File: src/rtl/core/rhsv_div.sv
// ----------------------------------------------------------------------------
// rhsv_div
// pipelined restoring divider, one quotient bit per register stage
// ----------------------------------------------------------------------------
module rhsv_div #(
    parameter int QW = 16,
    parameter int DW = 17,
    parameter int SW = 1
) (
    input  logic               clk,
    input  logic               rst_n,
    input  logic               en,
    input  logic               in_valid,
    input  logic [QW+DW-1:0]   num,
    input  logic [DW-1:0]      den,
    input  logic [SW-1:0]      side,
    output logic               out_valid,
    output logic [QW-1:0]      quo,
    output logic [SW-1:0]      side_out
);

    logic [DW-1:0] rem_reg  [QW];
    logic [QW-1:0] low_reg  [QW];
    logic [QW-1:0] q_reg    [QW];
    logic [DW-1:0] den_reg  [QW];
    logic [SW-1:0] side_reg [QW];
    logic [QW-1:0] valid_reg;

    for (genvar k = 0; k < QW; k++) begin : g_stage
        logic [DW-1:0] rem_prev;
        logic [QW-1:0] low_prev;
        logic [QW-1:0] q_prev;
        logic [DW-1:0] den_prev;
        logic [SW-1:0] side_prev;
        logic          valid_prev;
        logic [DW:0]   trial;
        logic [DW+1:0] diff;
        logic          ge;
        logic [DW-1:0] rem_next;
        logic [QW-1:0] q_next;

        if (k == 0) begin : g_first
            // upper numerator bits are already below the divisor
            assign rem_prev   = num[QW+DW-1:QW];
            assign low_prev   = num[QW-1:0];
            assign q_prev     = '0;
            assign den_prev   = den;
            assign side_prev  = side;
            assign valid_prev = in_valid;
        end
        else begin : g_next
            assign rem_prev   = rem_reg[k-1];
            assign low_prev   = low_reg[k-1];
            assign q_prev     = q_reg[k-1];
            assign den_prev   = den_reg[k-1];
            assign side_prev  = side_reg[k-1];
            assign valid_prev = valid_reg[k-1];
        end

        always_comb
        begin
            trial    = {rem_prev, low_prev[QW-1]};
            diff     = {1'b0, trial} - {2'b00, den_prev};
            ge       = ~diff[DW+1];
            rem_next = ge ? diff[DW-1:0] : trial[DW-1:0];
            q_next   = (q_prev << 1) | QW'(ge);
        end

        always_ff @(posedge clk or negedge rst_n)
        begin
            if (!rst_n)
            begin
                valid_reg[k] <= 1'b0;
            end
            else if (en)
            begin
                valid_reg[k] <= valid_prev;
            end
        end

        always_ff @(posedge clk)
        begin
            if (en)
            begin
                rem_reg[k]  <= rem_next;
                low_reg[k]  <= low_prev << 1;
                q_reg[k]    <= q_next;
                den_reg[k]  <= den_prev;
                side_reg[k] <= side_prev;
            end
        end
    end

    assign out_valid = valid_reg[QW-1];
    assign quo       = q_reg[QW-1];
    assign side_out  = side_reg[QW-1];

endmodule

File: config.mk
export PLATFORM = sky130hd
export DESIGN_NAME = rhsv_div
export DESIGN_NICKNAME = d
export VERILOG_FILES = /design/src/rtl/core/rhsv_div.sv
export SDC_FILE = /design/constraint.sdc
export NUM_CORES = 1
export LEC_CHECK = 0
export ABC_CLOCK_PERIOD_IN_PS = 3500
export BUFFER_PORTS_ARGS = -buffer_cell sky130_fd_sc_hd__buf_2
export CAP_MARGIN = 20
export CORE_MARGIN = 2
export CORE_UTILIZATION = 40
export CTS_BUF_LIST = sky130_fd_sc_hd__clkbuf_4 sky130_fd_sc_hd__clkbuf_8
export DETAILED_ROUTE_END_ITERATION = 10
export RECOVER_POWER = 50
export REMOVE_ABC_BUFFERS = 1
export SKIP_LAST_GASP = 1
export SYNTH_ARGS = -nofsm -noshare
export SYNTH_HDL_FRONTEND = slang
export SYNTH_SLANG_ARGS = --single-unit
export TNS_END_PERCENT = 30
File: constraint.sdc
create_clock -name clk -period 3.5 [get_ports clk]
set_input_delay 0.175 -clock clk [delete_from_list [all_inputs] [get_ports clk]]
set_output_delay 0.175 -clock clk [all_outputs]
set_load 0.02 [all_outputs]
==> flow_metrics.env, run 1 <==
export IMPL_drt_first_iter_violations=1211
export IMPL_cts_buffers=146
export IMPL_clock_skew_ps=33.4
export IMPL_ys_seq_area_share_pct=59.6
export IMPL_synth_top_area_share_pct=58.6
export IMPL_port_buffers=72
export IMPL_hold_viol_final=0
export IMPL_grt_pass1_wl_mm=122
export IMPL_synth_avg_cell_area_um2=12.6
export IMPL_path_class="input port to flop"
export IMPL_post_synth_top_area_cell="edfxtp_1"
export IMPL_nNetsFinal=3808
export IMPL_async_flop_share_pct=2.01
export IMPL_synth_edf_count=782
export IMPL_ff_latch_area_um2=23900
export IMPL_tns_ps=0
export IMPL_drive_gt1_share_pct=13.1
export IMPL_htreeDepth=4
export IMPL_worst_pin_slew_ps=2020
export IMPL_path_max_fanout=32
export IMPL_relSlewSlack_pct=-34.5
export IMPL_crit_path_max_incr_delay_ps=550
export IMPL_status="finished with violations"
export IMPL_initial_core_util_pct=40.2
export IMPL_synth_seq_cells=798
export IMPL_overflow=0
export IMPL_wl_mm=73.2
export IMPL_place_congestion=0.914
export IMPL_synth_most_common_cell="edfxtp_1"
export IMPL_yosysUniqueCellTypes=87
export IMPL_final_max_slew_viol_count=72
export IMPL_grt_pass1_vias=26300
export IMPL_antenna_found_initial=1
export IMPL_cts_sinks=798
export IMPL_grt_max_degree=101
export IMPL_vias_per_cell=5.07
export IMPL_routedWlPerCell_um=15.0
export IMPL_ant_nets=0
export IMPL_num_rows=116
export IMPL_critPathTopFamily="buffers and inverters"
export IMPL_hold_path_depth=2
export IMPL_fillers=9022
export IMPL_syn_area_um2=40100
export IMPL_globalRouteTotalUtil_pct=14.6
export IMPL_crit_arrival_ps=3970
export IMPL_peakVddDrop_uv=349
export IMPL_yosysWarningCount=0
export IMPL_final_setup_viol_count=0
export IMPL_clkTransAtPathRegs_ps=50
export IMPL_fmax_mhz=292
export IMPL_dr_pass1_iters=6
export IMPL_cts_tree="done"
export IMPL_multi_input_area_um2=14500
export IMPL_finalCritPeriodShare_pct=97.8
export IMPL_synthTopCellsByArea="edfxtp_1, ha_1, inv_1"
export IMPL_vias=24700
export IMPL_layout_min_cycle_time_ps=3420
export IMPL_critPathCaptureType="flop"
export IMPL_crit_cells=14
export IMPL_fp_dieArea_um2=103000
export IMPL_cp_start_kind="input port"
export IMPL_cp_num_buf_inv=6
export IMPL_fp_dieW_um=321
export IMPL_area_growth_pct=14.4
export IMPL_required_ps=4050
export IMPL_core_area_um2=99700
export IMPL_powerDensity_nw_per_um2=831
export IMPL_synth_commonest_cells="edfxtp_1, inv_1, ha_1"
export IMPL_clk_latency_ps=820
export IMPL_drc_errors=0
export IMPL_maxCapViolations=1
export IMPL_violations="max-capacitance violations, max-slew violations"
export IMPL_cp_slowest_cell="dlygate4sd3_1"
export IMPL_hold_class="input port to flop"
export IMPL_netlist_instances=3187
export IMPL_crit_chain="dlygate4sd3_1 > buf_2 > inv_1 > ha_1 > inv_1 > fa_1 > a211oi_1 > o21ai_0 > a21oi_2 > o21ai_0 > a41oi_2 > buf_12 > mux2_2 > dlygate4sd3_1"
export IMPL_reg2reg_depth=11
export IMPL_dpl_hpwl_mm=52.2
export IMPL_chipHeight_um=321
export IMPL_num_io_pins=73
export IMPL_cts_root_buf="clkbuf_8"
export IMPL_worst_r2r_setup_slack_ps=200
export IMPL_p_leak_uw=0.0182
export IMPL_postCtsSetupRepairBufs=0
export IMPL_grt_setup_unrepaired="yes"
export IMPL_timing_hold_ws_ps=98.2
export IMPL_clock_path_buffers=3
export IMPL_synth_top_flop_cell="edfxtp_1"
[stage by stage]
step	instances	util (%)	instance area, um2	total power [uW]	setup WS [ps]
6_report	4876	46.0	45800	38100	78.5
5_1_grt	4876	46.0	45800	41000	-54.5
4_1_cts	4874	46.1	45900	38500	123
3_5_place_dp	4532	42.4	42300	29700	178
3_3_place_gp	4532	42.4	42300	29500	247
2_1_floorplan	3104	-	39700	25700	-183
[logic make-up (layout without fill, tap and decap cells)]
kind of cell | after synthesis | in the layout | synth area share, %
compound gates | 805 | 805 | 12.8
xor+xnor | 204 | 204 | 4.46
fa+ha+maj | 286 | 286 | 9.21
buf+inv | 421 | 810 | 4.23
flops | 798 | 798 | 59.6
mux | 125 | 125 | 3.49
other cells | 0 | 2 | 0
simple gates | 548 | 548 | 6.24
[report_power, final]
| part | switching, uW | internal (uW) | total, uW |
|---|---|---|---|
| logic | 8250 | 6860 | 15100 |
| clock network | 3860 | 4600 | 8450 |
| registers | 1010 | 13500 | 14500 |
[cell type report]
class / count / area share [%]
flip-flops and latches: 798 / 52.1
clock inverters: 63 / 0.857
well taps: 1298 / 3.54
inverters: 338 / 2.77
clock buffers: 194 / 5.20
multi-input cells: 1968 / 31.7
repair buffers: 215 / 3.84
diodes: 2 / 0.0109
[worst register-to-register path, stage by stage (launching register included)]
cell and delay (ps):
edfxtp_1 360, inv_1 80, ha_1 160, inv_1 50
fa_1 420, a211oi_1 260, o21ai_0 230, a31oi_1 410
o21ai_0 240, a41oi_2 290, buf_12 190, mux2_2 350
[cells in the final DEF (no fill, tap or decap), types with 10 or more instances in the layout]
master         Yosys  routed
a211o_1           16      16
a211oi_1          37      36
a21o_1            87      87
a21oi_1          206     205
a31oi_1           37      37
and2_1            10      10
and3_1            28      28
buf_12             0      14
buf_2             25      56
buf_4              7      31
clkbuf_1          39      25
clkbuf_4           0      46
clkbuf_8           0     148
clkinv_1           0      34
clkinv_2           0      14
dfrtp_1           16      16
dlygate4sd3_1      0      85
edfxtp_1         782     782
fa_1              15      15
ha_1             271     271
inv_1            336     336
mux2_1            11      11
mux2_2           100     100
mux2i_1           12      12
nand2_1          239     239
nand2b_1          27      27
nand3_1           51      51
nand4_1           18      18
nor2_1           107     107
nor2b_1           17      17
nor3_1            21      21
o211ai_1          28      28
o21a_1            21      21
o21ai_0          226     226
o21ai_1           10      10
o21bai_1          21      21
o31ai_1           17      17
or3_1             10      10
xnor2_1          113     113
xor2_1            91      91
[path summary, 6_finish.rpt]
check,start,endpoint
setup / recovery,num[15],rem_reg[0][5]
hold / removal,num[9],low_reg[0][9]
setup reg to reg,low_reg[1][89],rem_reg[14][1]
hold reg to reg,low_reg[0][96],low_reg[0][112]
max in group asynchronous,rst_n,g_stage[5].valid_prev
min in group asynchronous,rst_n,g_stage[15].valid_prev
[repair_timing]
item / in CTS / in global routing
resized for setup: 0 / 2
endpoints found under the setup margin: 0 / 5
hold buffers: 85 / 0
endpoints found under the hold margin: 121 / 0
[metal layers]
layer / vias to the layer above / GRT usage (%) / part of all wire [%] / wire [um]
li1: 12300 / - / - / -
met1: 11700 / 13.6 / 35 / 25900
met2: 497 / 28.6 / 56 / 40600
met3: 271 / 3.20 / 3.9 / 2830
met4: 0 / 8.86 / 5.2 / 3780
met5: - / 0 / 0 / 0
Power figures use the tool's default switching activity.
==> inputs of run 2 (changes only) <==
- CAP_MARGIN: 20 -> unset
- CORE_ASPECT_RATIO: unset -> 1.75
- CORE_UTILIZATION: 40 -> 60
- PLACE_DENSITY: unset -> 0.77
==> flow_metrics.env, run 2 (synthesized netlist as in run 1, its figures left out) <==
export IMPL_drt_first_iter_violations=1201
export IMPL_fp_dieArea_um2=69000
export IMPL_dr_pass1_iters=5
export IMPL_crit_path_max_incr_delay_ps=1740
export IMPL_maxCapViolations=1
export IMPL_globalRouteTotalUtil_pct=26.7
export IMPL_power_uw=38200
export IMPL_hold_class="input port to flop"
export IMPL_path_max_fanout=80
export IMPL_final_max_slew_viol_count=63
export IMPL_crit_arrival_ps=3810
export IMPL_antenna_found_initial=4
export IMPL_vias=25700
export IMPL_num_rows=125
export IMPL_area_growth_pct=11.0
export IMPL_relSlewSlack_pct=-67.1
export IMPL_path_class="input port to flop"
export IMPL_chipHeight_um=346
export IMPL_clkTransAtPathRegs_ps=60
export IMPL_tns_ps=0
export IMPL_layout_min_cycle_time_ps=3430
export IMPL_cp_start_kind="input port"
export IMPL_final_util_pct=67.1
export IMPL_grt_setup_unrepaired="yes"
export IMPL_initial_core_util_pct=60.4
export IMPL_num_io_pins=73
export IMPL_drc_errors=0
export IMPL_postCtsSetupRepairBufs=0
export IMPL_cts_sinks=798
export IMPL_wl_mm=90.2
export IMPL_grt_max_degree=107
export IMPL_dpl_hpwl_mm=66.6
export IMPL_clock_skew_ps=33.6
export IMPL_cts_buffers=111
export IMPL_p_leak_uw=0.0178
export IMPL_instances_no_fill=4391
export IMPL_clk_latency_ps=780
export IMPL_layout_commonest_cell="edfxtp_1"
export IMPL_critPathCaptureType="flop"
export IMPL_peakVddDrop_uv=441
export IMPL_cp_slowest_cell="clkbuf_2"
export IMPL_htreeDepth=3
export IMPL_powerDensity_nw_per_um2=859
export IMPL_critPathTopFamily="buffers and inverters"
export IMPL_hold_viol_final=0
export IMPL_nNetsFinal=3755
export IMPL_cts_root_buf="clkbuf_8"
export IMPL_final_setup_viol_count=0
export IMPL_port_buffers=72
export IMPL_status="finished with violations"
export IMPL_place_congestion=0.968
export IMPL_grt_pass1_wl_mm=139
export IMPL_drive_gt1_share_pct=12.2
export IMPL_violations="max-capacitance violations, max-slew violations"
export IMPL_finalCritPeriodShare_pct=98.0
export IMPL_post_place_ws_ps=154
export IMPL_cts_tree="done"
export IMPL_fmax_mhz=292
export IMPL_crit_chain="dlygate4sd3_1 > clkbuf_2 > clkbuf_4"
export IMPL_clock_path_buffers=3
export IMPL_dpl_cell_count=4135
export IMPL_mostFrequentLayoutCells="edfxtp_1, inv_1, ha_1, nand2_1, o21ai_0"
export IMPL_grt_pass1_vias=28100
export IMPL_cp_num_buf_inv=3
export IMPL_overflow=0
export IMPL_vias_per_cell=5.85
export IMPL_worst_pin_slew_ps=2510
export IMPL_routedWlPerCell_um=20.5
export IMPL_fin_ws_ps=71.6
export IMPL_ant_nets=0
export IMPL_core_area_um2=66300
export IMPL_fp_dieW_um=199
export IMPL_required_ps=3880
==> run 2: cell types whose count changed in the layout (fill, tap and decap cells not counted), sizes merged <==
cell,previous run,this run
clkbuf,223,174
dlygate4sd3,85,55
buf,101,116
clkinv,50,43
inv,348,344
clkinvlp,1,0
==> run 2: worst paths after layout <==
| kind | start | to | slack, ps | cells past startpoint |
|---|---|---|---|---|
| min | num[3] | low_reg[0][3] | 130 | 2 |
| min in group asynchronous | rst_n | g_stage[2].valid_prev | 520 | 3 |
| max in group asynchronous | rst_n | g_stage[7].valid_prev | 2550 | 3 |
| min reg2reg | q_reg[6][3] | q_reg[6][20] | 420 | 0 |
| max reg2reg | low_reg[0][29] | rem_reg[2][12] | 180 | 13 |
| max | en | q_reg[6][0] | 70 | 3 |
==> run 2: layout make-up <==
class | instances | area, um2
multi-input cells | 1968 | 14500
clock inverters | 51 | 325
flip-flops and latches | 798 | 23900
repair buffers | 197 | 1560
clock buffers | 148 | 1810
fillers | 4767 | 21800
well taps | 889 | 1110
diodes | 2 | 5.00
inverters | 338 | 1270
==> run 2: stage by stage <==
stage          hold slack [ps]  instance area [um2]
2_1_floorplan             -121                39700
5_1_grt                   83.1                44500
3_5_place_dp              99.2                41900
4_1_cts                   52.6                44600
3_3_place_gp              93.8                41900
6_report                   132                44500
==> run 2: what timing repair did <==
action	CTS	global route
hold buffers	55	0
hold endpoints to repair	120	0
endpoints found under the setup margin	0	15
gates resized for setup	0	3
==> run 2: where the power goes <==
part	switching [uW]	internal, uW	total, uW
clock	3510	3540	7050
sequential	1110	13500	14600
combinational	9480	7040	16500
==> run 2: worst reg2reg max path: cells and delay by family (launching register included) <==
kind | cells | cell delay [ps]
flip-flops | 1 | 350
adder cells (fa/ha/maj) | 2 | 590
AO/OA/AOI/OAI | 5 | 1340
buffers and inverters | 5 | 550
multiplexers | 1 | 260
==> run 2: metal layers <==
layer	wire length, um	global-route usage (%)	vias up
li1	-	-	12200
met2	53600	55.2	674
met3	2760	3.95	410
met4	8960	24.5	0
met1	24900	19.0	12400
met5	0	0	-
